--- src/sv/erm_pkg.sv ---
// Shared types and constants for the event rate monitor.
package erm_pkg;

    // Rate scaling: events per microsecond to events per second.
    localparam int unsigned SCALE_BITS  = 20;
    localparam int unsigned SCALE_IDX_W = 5;
    localparam logic [SCALE_BITS-1:0] RATE_SCALE = 20'd1000000;

    localparam int unsigned RATE_W = 32;
    localparam int unsigned CFG_W  = 32;
    localparam int unsigned CFG_IDX_W = 3;

    localparam logic [RATE_W-1:0] RATE_MAX = {RATE_W{1'b1}};

    // Configuration register indexes.
    localparam logic [CFG_IDX_W-1:0] REG_WINDOW     = 3'd0;
    localparam logic [CFG_IDX_W-1:0] REG_WARN_RATE  = 3'd1;
    localparam logic [CFG_IDX_W-1:0] REG_ERROR_RATE = 3'd2;
    localparam logic [CFG_IDX_W-1:0] REG_HOLD_ERROR = 3'd3;
    localparam logic [CFG_IDX_W-1:0] REG_HOLD_WARN  = 3'd4;

    // Configuration reset values.
    localparam logic [CFG_W-1:0] WINDOW_RST     = 32'd1000000;
    localparam logic [CFG_W-1:0] WARN_RATE_RST  = 32'd10;
    localparam logic [CFG_W-1:0] ERROR_RATE_RST = 32'd100;
    localparam logic [CFG_W-1:0] HOLD_ERROR_RST = 32'd10000000;
    localparam logic [CFG_W-1:0] HOLD_WARN_RST  = 32'd30000000;

    // Levels, severities and event kinds.
    localparam logic [1:0] LVL_NORMAL = 2'd0;
    localparam logic [1:0] LVL_WARN   = 2'd1;
    localparam logic [1:0] LVL_ERROR  = 2'd2;

    localparam logic [1:0] SEV_INFO  = 2'd0;
    localparam logic [1:0] SEV_WARN  = 2'd1;
    localparam logic [1:0] SEV_ERROR = 2'd2;

    localparam logic KIND_WARN  = 1'b0;
    localparam logic KIND_ERROR = 1'b1;

endpackage

--- src/sv/erm_in_if.sv ---
// Tick channel: current time and cumulative event count.
interface erm_in_if #(
    parameter int unsigned TIME_BITS  = 48,
    parameter int unsigned COUNT_BITS = 32
);
    logic                  valid;
    logic                  ready;
    logic [TIME_BITS-1:0]  now_time_us;
    logic [COUNT_BITS-1:0] event_total;

    modport source (output valid, output now_time_us, output event_total, input ready);
    modport sink   (input valid, input now_time_us, input event_total, output ready);
endinterface

--- src/sv/erm_out_if.sv ---
// Alert channel: one rate event per transaction.
interface erm_out_if;
    logic        valid;
    logic        ready;
    logic [1:0]  severity;
    logic        event_kind;
    logic [31:0] rate_per_sec;
    logic [1:0]  new_level;

    modport source (output valid, output severity, output event_kind,
                    output rate_per_sec, output new_level, input ready);
    modport sink   (input valid, input severity, input event_kind,
                    input rate_per_sec, input new_level, output ready);
endinterface

--- src/sv/event_rate_monitor_hysteresis.sv ---
// Event rate monitor with hysteresis: top level sequencer and state.
//
// Each tick transaction carries the time in microseconds and a wrapping
// event count. When at least window_us has passed since the last
// evaluation, the rate in events per second is worked out by a serial
// unit with one shared adder: shift-and-add scaling by one million over
// the 20 bits of the scale constant, then one quotient bit per cycle over
// COUNT_BITS + 20 dividend bits. A tick that passes the window holds the
// tick port off through the window check, the scaling, the divide, the
// registered done flag and the decision. A tick inside the window holds
// the port off only for the window check, and no new tick is taken
// before the last one is through. The rate sets the level at once when
// it rises, and only after the hold time of the current level when it
// falls. Rises and the drop to warning produce one alert transaction;
// the tick port stays low on ready while an item is being worked on,
// and an alert waits in an output register until taken. The decision
// cycle waits while an earlier alert is still held there, which
// stretches the busy time by that stall.
module event_rate_monitor_hysteresis
    import erm_pkg::*;
#(
    parameter int unsigned TIME_BITS  = 48,
    parameter int unsigned COUNT_BITS = 32
)
(
    input  logic                 clk,
    input  logic                 rst_n,
    input  logic                 cfg_we,
    input  logic [CFG_IDX_W-1:0] cfg_index,
    input  logic [CFG_W-1:0]     cfg_data,
    erm_in_if.sink               tick,
    erm_out_if.source            alert
);

    typedef enum logic [3:0] {
        ST_IDLE   = 4'b0001,
        ST_CHECK  = 4'b0010,
        ST_CALC   = 4'b0100,
        ST_DECIDE = 4'b1000
    } state_t;

    state_t                state_reg, state_next;

    logic [CFG_W-1:0]      window_reg, warn_rate_reg, error_rate_reg;
    logic [CFG_W-1:0]      hold_error_reg, hold_warn_reg;

    logic [TIME_BITS-1:0]  now_reg;
    logic [COUNT_BITS-1:0] total_reg;
    logic [TIME_BITS-1:0]  last_eval_reg, last_eval_next;
    logic [COUNT_BITS-1:0] last_total_reg, last_total_next;
    logic [1:0]            level_reg, level_next;
    logic [TIME_BITS-1:0]  stable_reg, stable_next;
    logic [RATE_W-1:0]     rate_reg, rate_next;

    logic                  out_valid_reg, out_valid_next;
    logic [1:0]            sev_reg, sev_next;
    logic                  kind_reg, kind_next;
    logic [RATE_W-1:0]     out_rate_reg, out_rate_next;
    logic [1:0]            new_level_reg, new_level_next;

    logic [TIME_BITS-1:0]  elapsed;
    logic [COUNT_BITS-1:0] delta;
    logic                  window_met;
    logic                  md_start, md_done;
    logic [RATE_W-1:0]     md_quot;

    logic [1:0]            desired;
    logic [TIME_BITS-1:0]  stable_eff, dur, dur_idle;
    logic [CFG_W-1:0]      hold_req;
    logic                  accept, out_free;

    assign accept   = tick.valid & tick.ready;
    assign out_free = ~out_valid_reg | alert.ready;

    assign elapsed    = now_reg - last_eval_reg;
    assign delta      = total_reg - last_total_reg;
    assign window_met = elapsed >= {{(TIME_BITS - CFG_W){1'b0}}, window_reg};
    assign md_start   = (state_reg == ST_CHECK) & window_met & (elapsed != '0);

    erm_muldiv #(
        .CNT_W  (COUNT_BITS),
        .TIME_W (TIME_BITS)
    ) u_muldiv (
        .clk      (clk),
        .rst_n    (rst_n),
        .start    (md_start),
        .delta    (delta),
        .divisor  (elapsed),
        .done     (md_done),
        .quotient (md_quot)
    );

    // Classification and hold-time arithmetic.
    always_comb
    begin
        if (rate_reg >= error_rate_reg)
            desired = LVL_ERROR;
        else if (rate_reg >= warn_rate_reg)
            desired = LVL_WARN;
        else
            desired = LVL_NORMAL;
        stable_eff = (stable_reg == '0) ? now_reg : stable_reg;
        dur        = now_reg - stable_eff;
        dur_idle   = now_reg - stable_reg;
        hold_req   = (level_reg == LVL_ERROR) ? hold_error_reg : hold_warn_reg;
    end

    // Sequencer and level update.
    always_comb
    begin
        state_next      = state_reg;
        last_eval_next  = last_eval_reg;
        last_total_next = last_total_reg;
        level_next      = level_reg;
        stable_next     = stable_reg;
        rate_next       = rate_reg;
        out_valid_next  = out_valid_reg & ~alert.ready;
        sev_next        = sev_reg;
        kind_next       = kind_reg;
        out_rate_next   = out_rate_reg;
        new_level_next  = new_level_reg;
        case (state_reg)
            ST_IDLE:
            begin
                if (accept)
                    state_next = ST_CHECK;
            end
            ST_CHECK:
            begin
                if (!window_met)
                    state_next = ST_IDLE;
                else if (elapsed == '0)
                begin
                    rate_next  = '0;
                    state_next = ST_DECIDE;
                end
                else
                    state_next = ST_CALC;
            end
            ST_CALC:
            begin
                if (md_done)
                begin
                    rate_next  = md_quot;
                    state_next = ST_DECIDE;
                end
            end
            ST_DECIDE:
            begin
                if (out_free)
                begin
                    state_next      = ST_IDLE;
                    last_eval_next  = now_reg;
                    last_total_next = total_reg;
                    if (desired > level_reg)
                    begin
                        // Rise: take effect now and restart the hold clock.
                        stable_next    = now_reg;
                        level_next     = desired;
                        out_valid_next = 1'b1;
                        sev_next       = (desired == LVL_ERROR) ? SEV_ERROR : SEV_WARN;
                        kind_next      = (desired == LVL_ERROR) ? KIND_ERROR : KIND_WARN;
                        out_rate_next  = rate_reg;
                        new_level_next = desired;
                    end
                    else if (desired != level_reg)
                    begin
                        // Fall: only once the hold time of the current level is met.
                        stable_next = stable_eff;
                        if (dur >= {{(TIME_BITS - CFG_W){1'b0}}, hold_req})
                        begin
                            stable_next = '0;
                            level_next  = desired;
                            if (desired != LVL_NORMAL)
                            begin
                                out_valid_next = 1'b1;
                                sev_next       = SEV_INFO;
                                kind_next      = KIND_WARN;
                                out_rate_next  = rate_reg;
                                new_level_next = desired;
                            end
                        end
                    end
                    else if (desired == LVL_NORMAL && stable_reg != '0)
                    begin
                        // Settled at normal: stop the hold clock once it has run out.
                        if (dur_idle >= {{(TIME_BITS - CFG_W){1'b0}}, hold_error_reg})
                            stable_next = '0;
                    end
                end
            end
            default:
            begin
                state_next = ST_IDLE;
            end
        endcase
    end

    // Control and architectural state.
    always_ff @(posedge clk or negedge rst_n)
    begin
        if (!rst_n)
        begin
            state_reg      <= ST_IDLE;
            last_eval_reg  <= '0;
            last_total_reg <= '0;
            level_reg      <= LVL_NORMAL;
            stable_reg     <= '0;
            out_valid_reg  <= 1'b0;
        end
        else
        begin
            state_reg      <= state_next;
            last_eval_reg  <= last_eval_next;
            last_total_reg <= last_total_next;
            level_reg      <= level_next;
            stable_reg     <= stable_next;
            out_valid_reg  <= out_valid_next;
        end
    end

    // Configuration registers.
    always_ff @(posedge clk or negedge rst_n)
    begin
        if (!rst_n)
        begin
            window_reg     <= WINDOW_RST;
            warn_rate_reg  <= WARN_RATE_RST;
            error_rate_reg <= ERROR_RATE_RST;
            hold_error_reg <= HOLD_ERROR_RST;
            hold_warn_reg  <= HOLD_WARN_RST;
        end
        else if (cfg_we)
        begin
            case (cfg_index)
                REG_WINDOW:     window_reg     <= cfg_data;
                REG_WARN_RATE:  warn_rate_reg  <= cfg_data;
                REG_ERROR_RATE: error_rate_reg <= cfg_data;
                REG_HOLD_ERROR: hold_error_reg <= cfg_data;
                REG_HOLD_WARN:  hold_warn_reg  <= cfg_data;
                default:        ;
            endcase
        end
    end

    // Payload registers.
    always_ff @(posedge clk)
    begin
        if (accept)
        begin
            now_reg   <= tick.now_time_us;
            total_reg <= tick.event_total;
        end
        rate_reg      <= rate_next;
        sev_reg       <= sev_next;
        kind_reg      <= kind_next;
        out_rate_reg  <= out_rate_next;
        new_level_reg <= new_level_next;
    end

    assign tick.ready         = (state_reg == ST_IDLE);
    assign alert.valid        = out_valid_reg;
    assign alert.severity     = sev_reg;
    assign alert.event_kind   = kind_reg;
    assign alert.rate_per_sec = out_rate_reg;
    assign alert.new_level    = new_level_reg;

endmodule

--- src/sv/erm_muldiv.sv ---
// Serial scale-and-divide unit: (delta * 1000000) / divisor, saturated to 32 bits.
module erm_muldiv
    import erm_pkg::*;
#(
    parameter int unsigned CNT_W  = 32,
    parameter int unsigned TIME_W = 48
)
(
    input  logic              clk,
    input  logic              rst_n,
    input  logic              start,
    input  logic [CNT_W-1:0]  delta,
    input  logic [TIME_W-1:0] divisor,
    output logic              done,
    output logic [RATE_W-1:0] quotient
);

    localparam int unsigned PROD_W = CNT_W + SCALE_BITS;
    localparam int unsigned SUM_W  = (PROD_W > TIME_W + 1) ? PROD_W : TIME_W + 1;
    localparam int unsigned STEP_W = $clog2(PROD_W + 1);
    localparam logic [STEP_W-1:0] MUL_LAST = STEP_W'(SCALE_BITS - 1);
    localparam logic [STEP_W-1:0] DIV_LAST = STEP_W'(PROD_W - 1);

    typedef enum logic [2:0] {
        MD_IDLE = 3'b001,
        MD_MUL  = 3'b010,
        MD_DIV  = 3'b100
    } md_state_t;

    md_state_t         state_reg, state_next;
    logic [STEP_W-1:0] step_reg, step_next;
    logic [PROD_W-1:0] acc_reg, acc_next;
    logic [TIME_W-1:0] rem_reg, rem_next;
    logic [RATE_W-1:0] q_reg, q_next;
    logic              sat_reg, sat_next;
    logic              done_reg, done_next;

    logic [SUM_W:0]    op_a, op_b, sum;
    logic              op_sub;
    logic [TIME_W:0]   rem_shift;
    logic              take;

    // Shared adder/subtractor.
    assign sum = op_sub ? (op_a - op_b) : (op_a + op_b);

    assign rem_shift = {rem_reg, acc_reg[PROD_W-1]};
    assign take      = ~sum[SUM_W];

    // Operand selection: accumulate in the multiply phase, trial subtract in the divide phase.
    always_comb
    begin
        op_a   = {{(SUM_W + 1 - PROD_W){1'b0}}, acc_reg[PROD_W-2:0], 1'b0};
        op_b   = {{(SUM_W + 1 - CNT_W){1'b0}}, delta};
        op_sub = 1'b0;
        if (state_reg == MD_DIV)
        begin
            op_a   = {{(SUM_W - TIME_W){1'b0}}, rem_shift};
            op_b   = {{(SUM_W + 1 - TIME_W){1'b0}}, divisor};
            op_sub = 1'b1;
        end
        else if (!RATE_SCALE[step_reg[SCALE_IDX_W-1:0]])
        begin
            op_b = '0;
        end
    end

    // Sequencer.
    always_comb
    begin
        state_next = state_reg;
        step_next  = step_reg;
        acc_next   = acc_reg;
        rem_next   = rem_reg;
        q_next     = q_reg;
        sat_next   = sat_reg;
        done_next  = 1'b0;
        case (state_reg)
            MD_IDLE:
            begin
                if (start)
                begin
                    state_next = MD_MUL;
                    step_next  = MUL_LAST;
                    acc_next   = '0;
                end
            end
            MD_MUL:
            begin
                acc_next = sum[PROD_W-1:0];
                if (step_reg == '0)
                begin
                    state_next = MD_DIV;
                    step_next  = DIV_LAST;
                    rem_next   = '0;
                    q_next     = '0;
                    sat_next   = 1'b0;
                end
                else
                begin
                    step_next = step_reg - 1'b1;
                end
            end
            MD_DIV:
            begin
                acc_next = {acc_reg[PROD_W-2:0], 1'b0};
                rem_next = take ? sum[TIME_W-1:0] : rem_shift[TIME_W-1:0];
                q_next   = {q_reg[RATE_W-2:0], take};
                sat_next = sat_reg | q_reg[RATE_W-1];
                if (step_reg == '0)
                begin
                    state_next = MD_IDLE;
                    done_next  = 1'b1;
                end
                else
                begin
                    step_next = step_reg - 1'b1;
                end
            end
            default:
            begin
                state_next = MD_IDLE;
            end
        endcase
    end

    always_ff @(posedge clk or negedge rst_n)
    begin
        if (!rst_n)
        begin
            state_reg <= MD_IDLE;
            done_reg  <= 1'b0;
        end
        else
        begin
            state_reg <= state_next;
            done_reg  <= done_next;
        end
    end

    always_ff @(posedge clk)
    begin
        step_reg <= step_next;
        acc_reg  <= acc_next;
        rem_reg  <= rem_next;
        q_reg    <= q_next;
        sat_reg  <= sat_next;
    end

    assign done     = done_reg;
    assign quotient = sat_reg ? RATE_MAX : q_reg;

endmodule

--- src/flat_wrapper.sv ---
// flat-port wrapper written by rule: the top's interface ports become plain ports
module event_rate_monitor_hysteresis_flat import erm_pkg::*;
#(
    parameter int unsigned TIME_BITS  = 48,
    parameter int unsigned COUNT_BITS = 32
)
  (clk, rst_n, cfg_we, cfg_index, cfg_data, tick_valid, tick_now_time_us, tick_event_total, tick_ready, alert_valid, alert_severity, alert_event_kind, alert_rate_per_sec, alert_new_level, alert_ready);
  erm_in_if #(.TIME_BITS(TIME_BITS), .COUNT_BITS(COUNT_BITS)) tick_i ();
  erm_out_if alert_i ();
  input  logic clk;
  input  logic rst_n;
  input  logic cfg_we;
  input  logic [CFG_IDX_W-1:0] cfg_index;
  input  logic [CFG_W-1:0] cfg_data;
  input wire logic [$bits(tick_i.valid)-1:0] tick_valid;
  input wire logic [$bits(tick_i.now_time_us)-1:0] tick_now_time_us;
  input wire logic [$bits(tick_i.event_total)-1:0] tick_event_total;
  output wire logic [$bits(tick_i.ready)-1:0] tick_ready;
  output wire logic [$bits(alert_i.valid)-1:0] alert_valid;
  output wire logic [$bits(alert_i.severity)-1:0] alert_severity;
  output wire logic [$bits(alert_i.event_kind)-1:0] alert_event_kind;
  output wire logic [$bits(alert_i.rate_per_sec)-1:0] alert_rate_per_sec;
  output wire logic [$bits(alert_i.new_level)-1:0] alert_new_level;
  input wire logic [$bits(alert_i.ready)-1:0] alert_ready;
  assign tick_i.valid = tick_valid;
  assign tick_i.now_time_us = tick_now_time_us;
  assign tick_i.event_total = tick_event_total;
  assign tick_ready = tick_i.ready;
  assign alert_valid = alert_i.valid;
  assign alert_severity = alert_i.severity;
  assign alert_event_kind = alert_i.event_kind;
  assign alert_rate_per_sec = alert_i.rate_per_sec;
  assign alert_new_level = alert_i.new_level;
  assign alert_i.ready = alert_ready;
  event_rate_monitor_hysteresis #(.TIME_BITS(TIME_BITS), .COUNT_BITS(COUNT_BITS)) u_core (.clk(clk), .rst_n(rst_n), .cfg_we(cfg_we), .cfg_index(cfg_index), .cfg_data(cfg_data), .tick(tick_i), .alert(alert_i));
endmodule
--- config.mk ---
export PLATFORM = sky130hd
export DESIGN_NAME = event_rate_monitor_hysteresis_flat
export DESIGN_NICKNAME = d
export VERILOG_FILES = /design/src/sv/erm_pkg.sv /design/src/sv/erm_in_if.sv /design/src/sv/erm_out_if.sv /design/src/sv/event_rate_monitor_hysteresis.sv /design/src/sv/erm_muldiv.sv /design/src/flat_wrapper.sv
export SDC_FILE = /design/constraint.sdc
export NUM_CORES = 2
export LEC_CHECK = 0
export ABC_AREA = 1
export ABC_CLOCK_PERIOD_IN_PS = 10200
export BUFFER_PORTS_ARGS = -buffer_cell sky130_fd_sc_hd__clkbuf_2
export CAP_MARGIN = 10
export CORE_ASPECT_RATIO = 1.5
export CORE_MARGIN = 2
export CORE_UTILIZATION = 32
export DETAILED_ROUTE_END_ITERATION = 8
export GPL_TIMING_DRIVEN = 0
export PLACE_DENSITY = 0.5
export SETUP_SLACK_MARGIN = 0.2
export SLEW_MARGIN = 0
export SYNTH_ARGS = -nofsm -noshare
export SYNTH_HDL_FRONTEND = slang
export SYNTH_SLANG_ARGS = --single-unit
export TNS_END_PERCENT = 50
--- constraint.sdc ---
create_clock -name clk -period 10.2 [get_ports clk]
set_clock_uncertainty 0.1 [all_clocks]
set_input_delay 0 -clock clk [delete_from_list [all_inputs] [get_ports clk]]
set_output_delay 0 -clock clk [all_outputs]
set_load 0.05 [all_outputs]
==> results.toml <==
[clock_network]
clock_sink_count = 587
max-clock-path-buffers = 3
clk-insertion-delay-late_ns = 0.71
cts_root_buf = "sky130_fd_sc_hd__clkbuf_16"
cts_inserted_buffers = 71
h_tree_depth = 3
ctsResizeCount = 0
cts_tree = "yes"
clkTransAtPathRegs_ns = 0.06

[routing]
top_layer_used = "met4"
drt_wl_total_mm = 220
detailroute.via_count = 48600
drt_first_iter_violations = 3208
drt-wirelength-per-cell_um = 23.5
drcViolationCount = 0
drtPass1Iterations = 6
m1WireLength_mm = 81.1
ant_nets = 0
detail_route.vias_per_cell = 5.18
routed-wl-met2_mm = 113
routed-wl-met3_mm = 7.87

[worst_setup_path]
crit_arrival_ns = 9.62
critPathSlowestCell = "sky130_fd_sc_hd__xnor2_1"
critical_path_start_type = "flop"
critPathRequiredTime_ns = 10.53
path_common_cell = "sky130_fd_sc_hd__nand2_1"
critical_path.max_stage_delay_ns = 0.87
endpoint_kind = "flop"
criticalPathCategory = "reg -> reg"
worst-r2r-cell-count = 30
critPathMaxFanout = 32

[floorplanning]
initial_utilization_pct = 32.2
floorplan.core_area_um2 = 150000
dieArea_um2 = 154000
die_x_um = 321
pin_count = 159
die_h_um = 479
std_cell_rows = 174

[hold_path]
hold_path.class = "in -> reg"
worst_hold_path_stage_count = 4

[logic_synthesis]
synthCells = 6926
synth_top_family_by_area = "simple AND/OR/NAND/NOR gates"
yosysWarnings = 0
synth_enable_flop_cells = 287
yosys.area_share.simple_pct = 25.5
mappedNetlistNets = 7484
synth_top_area_cell = "sky130_fd_sc_hd__edfxtp_1"
netlist_area_um2 = 48100
synth_area_in_adders_pct = 11.5
yosys_cell_types = 64
fraction_of_the_yosys_area_taken_by_sequential_cells_pct = 33.6
yosys.area_share.xor_xnor_pct = 2.62
yosys.area.top_type_share_pct = 17.9
yosys.cell_count.top_type = "sky130_fd_sc_hd__nand2_1"
synth-compound-area-share_pct = 16.4
synthMuxAreaShare_pct = 0.0702
synth.cells.most_frequent = "sky130_fd_sc_hd__nand2_1, sky130_fd_sc_hd__inv_1, sky130_fd_sc_hd__nor2_1, sky130_fd_sc_hd__o21ai_0, sky130_fd_sc_hd__a21oi_1"
asyncSetResetFlopFracSynth_pct = 50.9
postSynthRegisterBits = 587
syn_avg_cell_area_um2 = 6.95
yosys-top-cells-area = "sky130_fd_sc_hd__edfxtp_1, sky130_fd_sc_hd__dfrtp_1, sky130_fd_sc_hd__nand2_1"
yosys_most_used_dff = "sky130_fd_sc_hd__edfxtp_1"

[layout]
final_net_count = 7932
area.sequential_um2 = 16200
layout-area-overhead-vs-synth_pct = 17.0
post_route_cells_drive_above_1_share_pct = 5.95
largest_register_ffs = 52
final-instance-count-excl-fill = 9372
multiInputGateArea_um2 = 27100
nFillCells = 16200

[status]
outcome = "completed"

[timing]
max_slew_margin_pct = 12.4
timing.hold.ws_ns = 0.156
tightest_slew_ns = 1.31
grt_setup_unrepaired = "no"
setup_viol_count_final = 0
maximum_clock_frequency_ghz = 0.108
fin_crit_ns = 9.29
min_period_over_period_pct = 91.1
timing_hold_violations_final = 0
number_of_max_slew_violations_in_the_final_report = 0

[placement]
portBuffers = 158
detailed_place_hpwl_mm = 184
gp_congestion = 1.03
post-place-cells = 9032

[grt]
grt_pass1_vias = 49200
maximum_number_of_pins_on_one_net_before_global_route_repair = 110
overflow = 0
globalRouteTotalUtil_pct = 28.1
antenna_found_initial = 4
global_route_wire_length_before_repair_mm = 316

[flow_run]
max_cap_viol_count = 0
## metal layers
| layer | vias to the layer above | track usage [%] |
|---|---|---|
| met2 | 1358 | 52.0 |
| met4 | 0 | 20.3 |
| met3 | 483 | 2.49 |
| li1 | 23600 | - |
| met1 | 23100 | 29.5 |
| met5 | - | 0 |
## cell type report
type	instances	share of cell area (%)
repair buffers	375	5.59
plain buffers	196	1.56
inverters	1090	7.26
flip-flops and latches	587	28.7
well taps	1936	4.30
diodes	4	0.0178
clock inverters	42	1.21
clock buffers	89	3.34
multi-input cells	5053	48.0
## path summary, 6_finish.rpt
path                            slack [ns]                                       to                         startpoint
max in group asynchronous             8.22     u_core.error_rate_reg[6]$_DFFE_PN1P_                              rst_n
worst max-delay path                  0.91  u_core.alert.rate_per_sec[25]$_DFFE_PP_  u_core.stable_reg[16]$_DFFE_PN0P_
worst min register to register        0.37          u_core.level_reg[1]$_DFFE_PN0P_    u_core.level_reg[1]$_DFFE_PN0P_
worst max register to register        0.91  u_core.alert.rate_per_sec[25]$_DFFE_PP_  u_core.stable_reg[16]$_DFFE_PN0P_
min in group asynchronous             0.33        u_core.stable_reg[38]$_DFFE_PN0P_                              rst_n
worst min-delay path                  0.16          u_core.state_reg[1]$_DFFE_PN0P_                         tick_valid
## metrics by stage
stage / worst slack [ns] / setup TNS (ns) / cell area, um^2 / util [%]
global route: 0.831 / 0 / 56300 / 37.7
finish: 0.910 / 0 / 56300 / 37.7
CTS: 1.25 / 0 / 56300 / 37.7
detailed placement: 1.32 / 0 / 51700 / 34.6
global placement: -0.430 / -15.25 / 51400 / 34.3
floorplan: 3.96 / 0 / 48100 / -
## layout by cell type (no fill, tap or decap), types with 133 or more instances in the layout
cell type	Yosys	layout
sky130_fd_sc_hd__ha_1	432	432
sky130_fd_sc_hd__edfxtp_1	287	287
sky130_fd_sc_hd__nand2_1	1766	1765
sky130_fd_sc_hd__inv_1	1075	1075
sky130_fd_sc_hd__nand3_1	264	264
sky130_fd_sc_hd__dfrtp_1	267	267
sky130_fd_sc_hd__clkbuf_1	119	133
sky130_fd_sc_hd__o21ai_0	625	625
sky130_fd_sc_hd__nor2_1	669	664
sky130_fd_sc_hd__dlygate4sd3_1	0	204
sky130_fd_sc_hd__a21oi_1	585	585
sky130_fd_sc_hd__clkbuf_2	4	161
sky130_fd_sc_hd__nand4_1	139	139
## cell families after synthesis
logic type,after synthesis
AOI/OAI and AO/OA,1473
xor gates and xnor gates,144
adders and majority gates,438
buffers and inverters,1286
DFF,587
muxes,3
and+or+nand+nor,2995
## worst max-delay path, delay by kind of cell (launching register included)
kind	cells	cell delay, ns
compound gates	5	1.38
flops	1	0.41
fa+ha+maj	2	0.78
xor+xnor	1	0.87
buf+inv	6	1.71
simple gates	16	3.66
## timing repair
action                    4_1_cts  5_1_grt
hold endpoints to repair      391        0
setup buffers                   0        0
hold buffers                  205        0
Power is left out: the tool's default activity adds up to more than one toggle a clock period on the data nets, which glitch-free logic cannot reach.
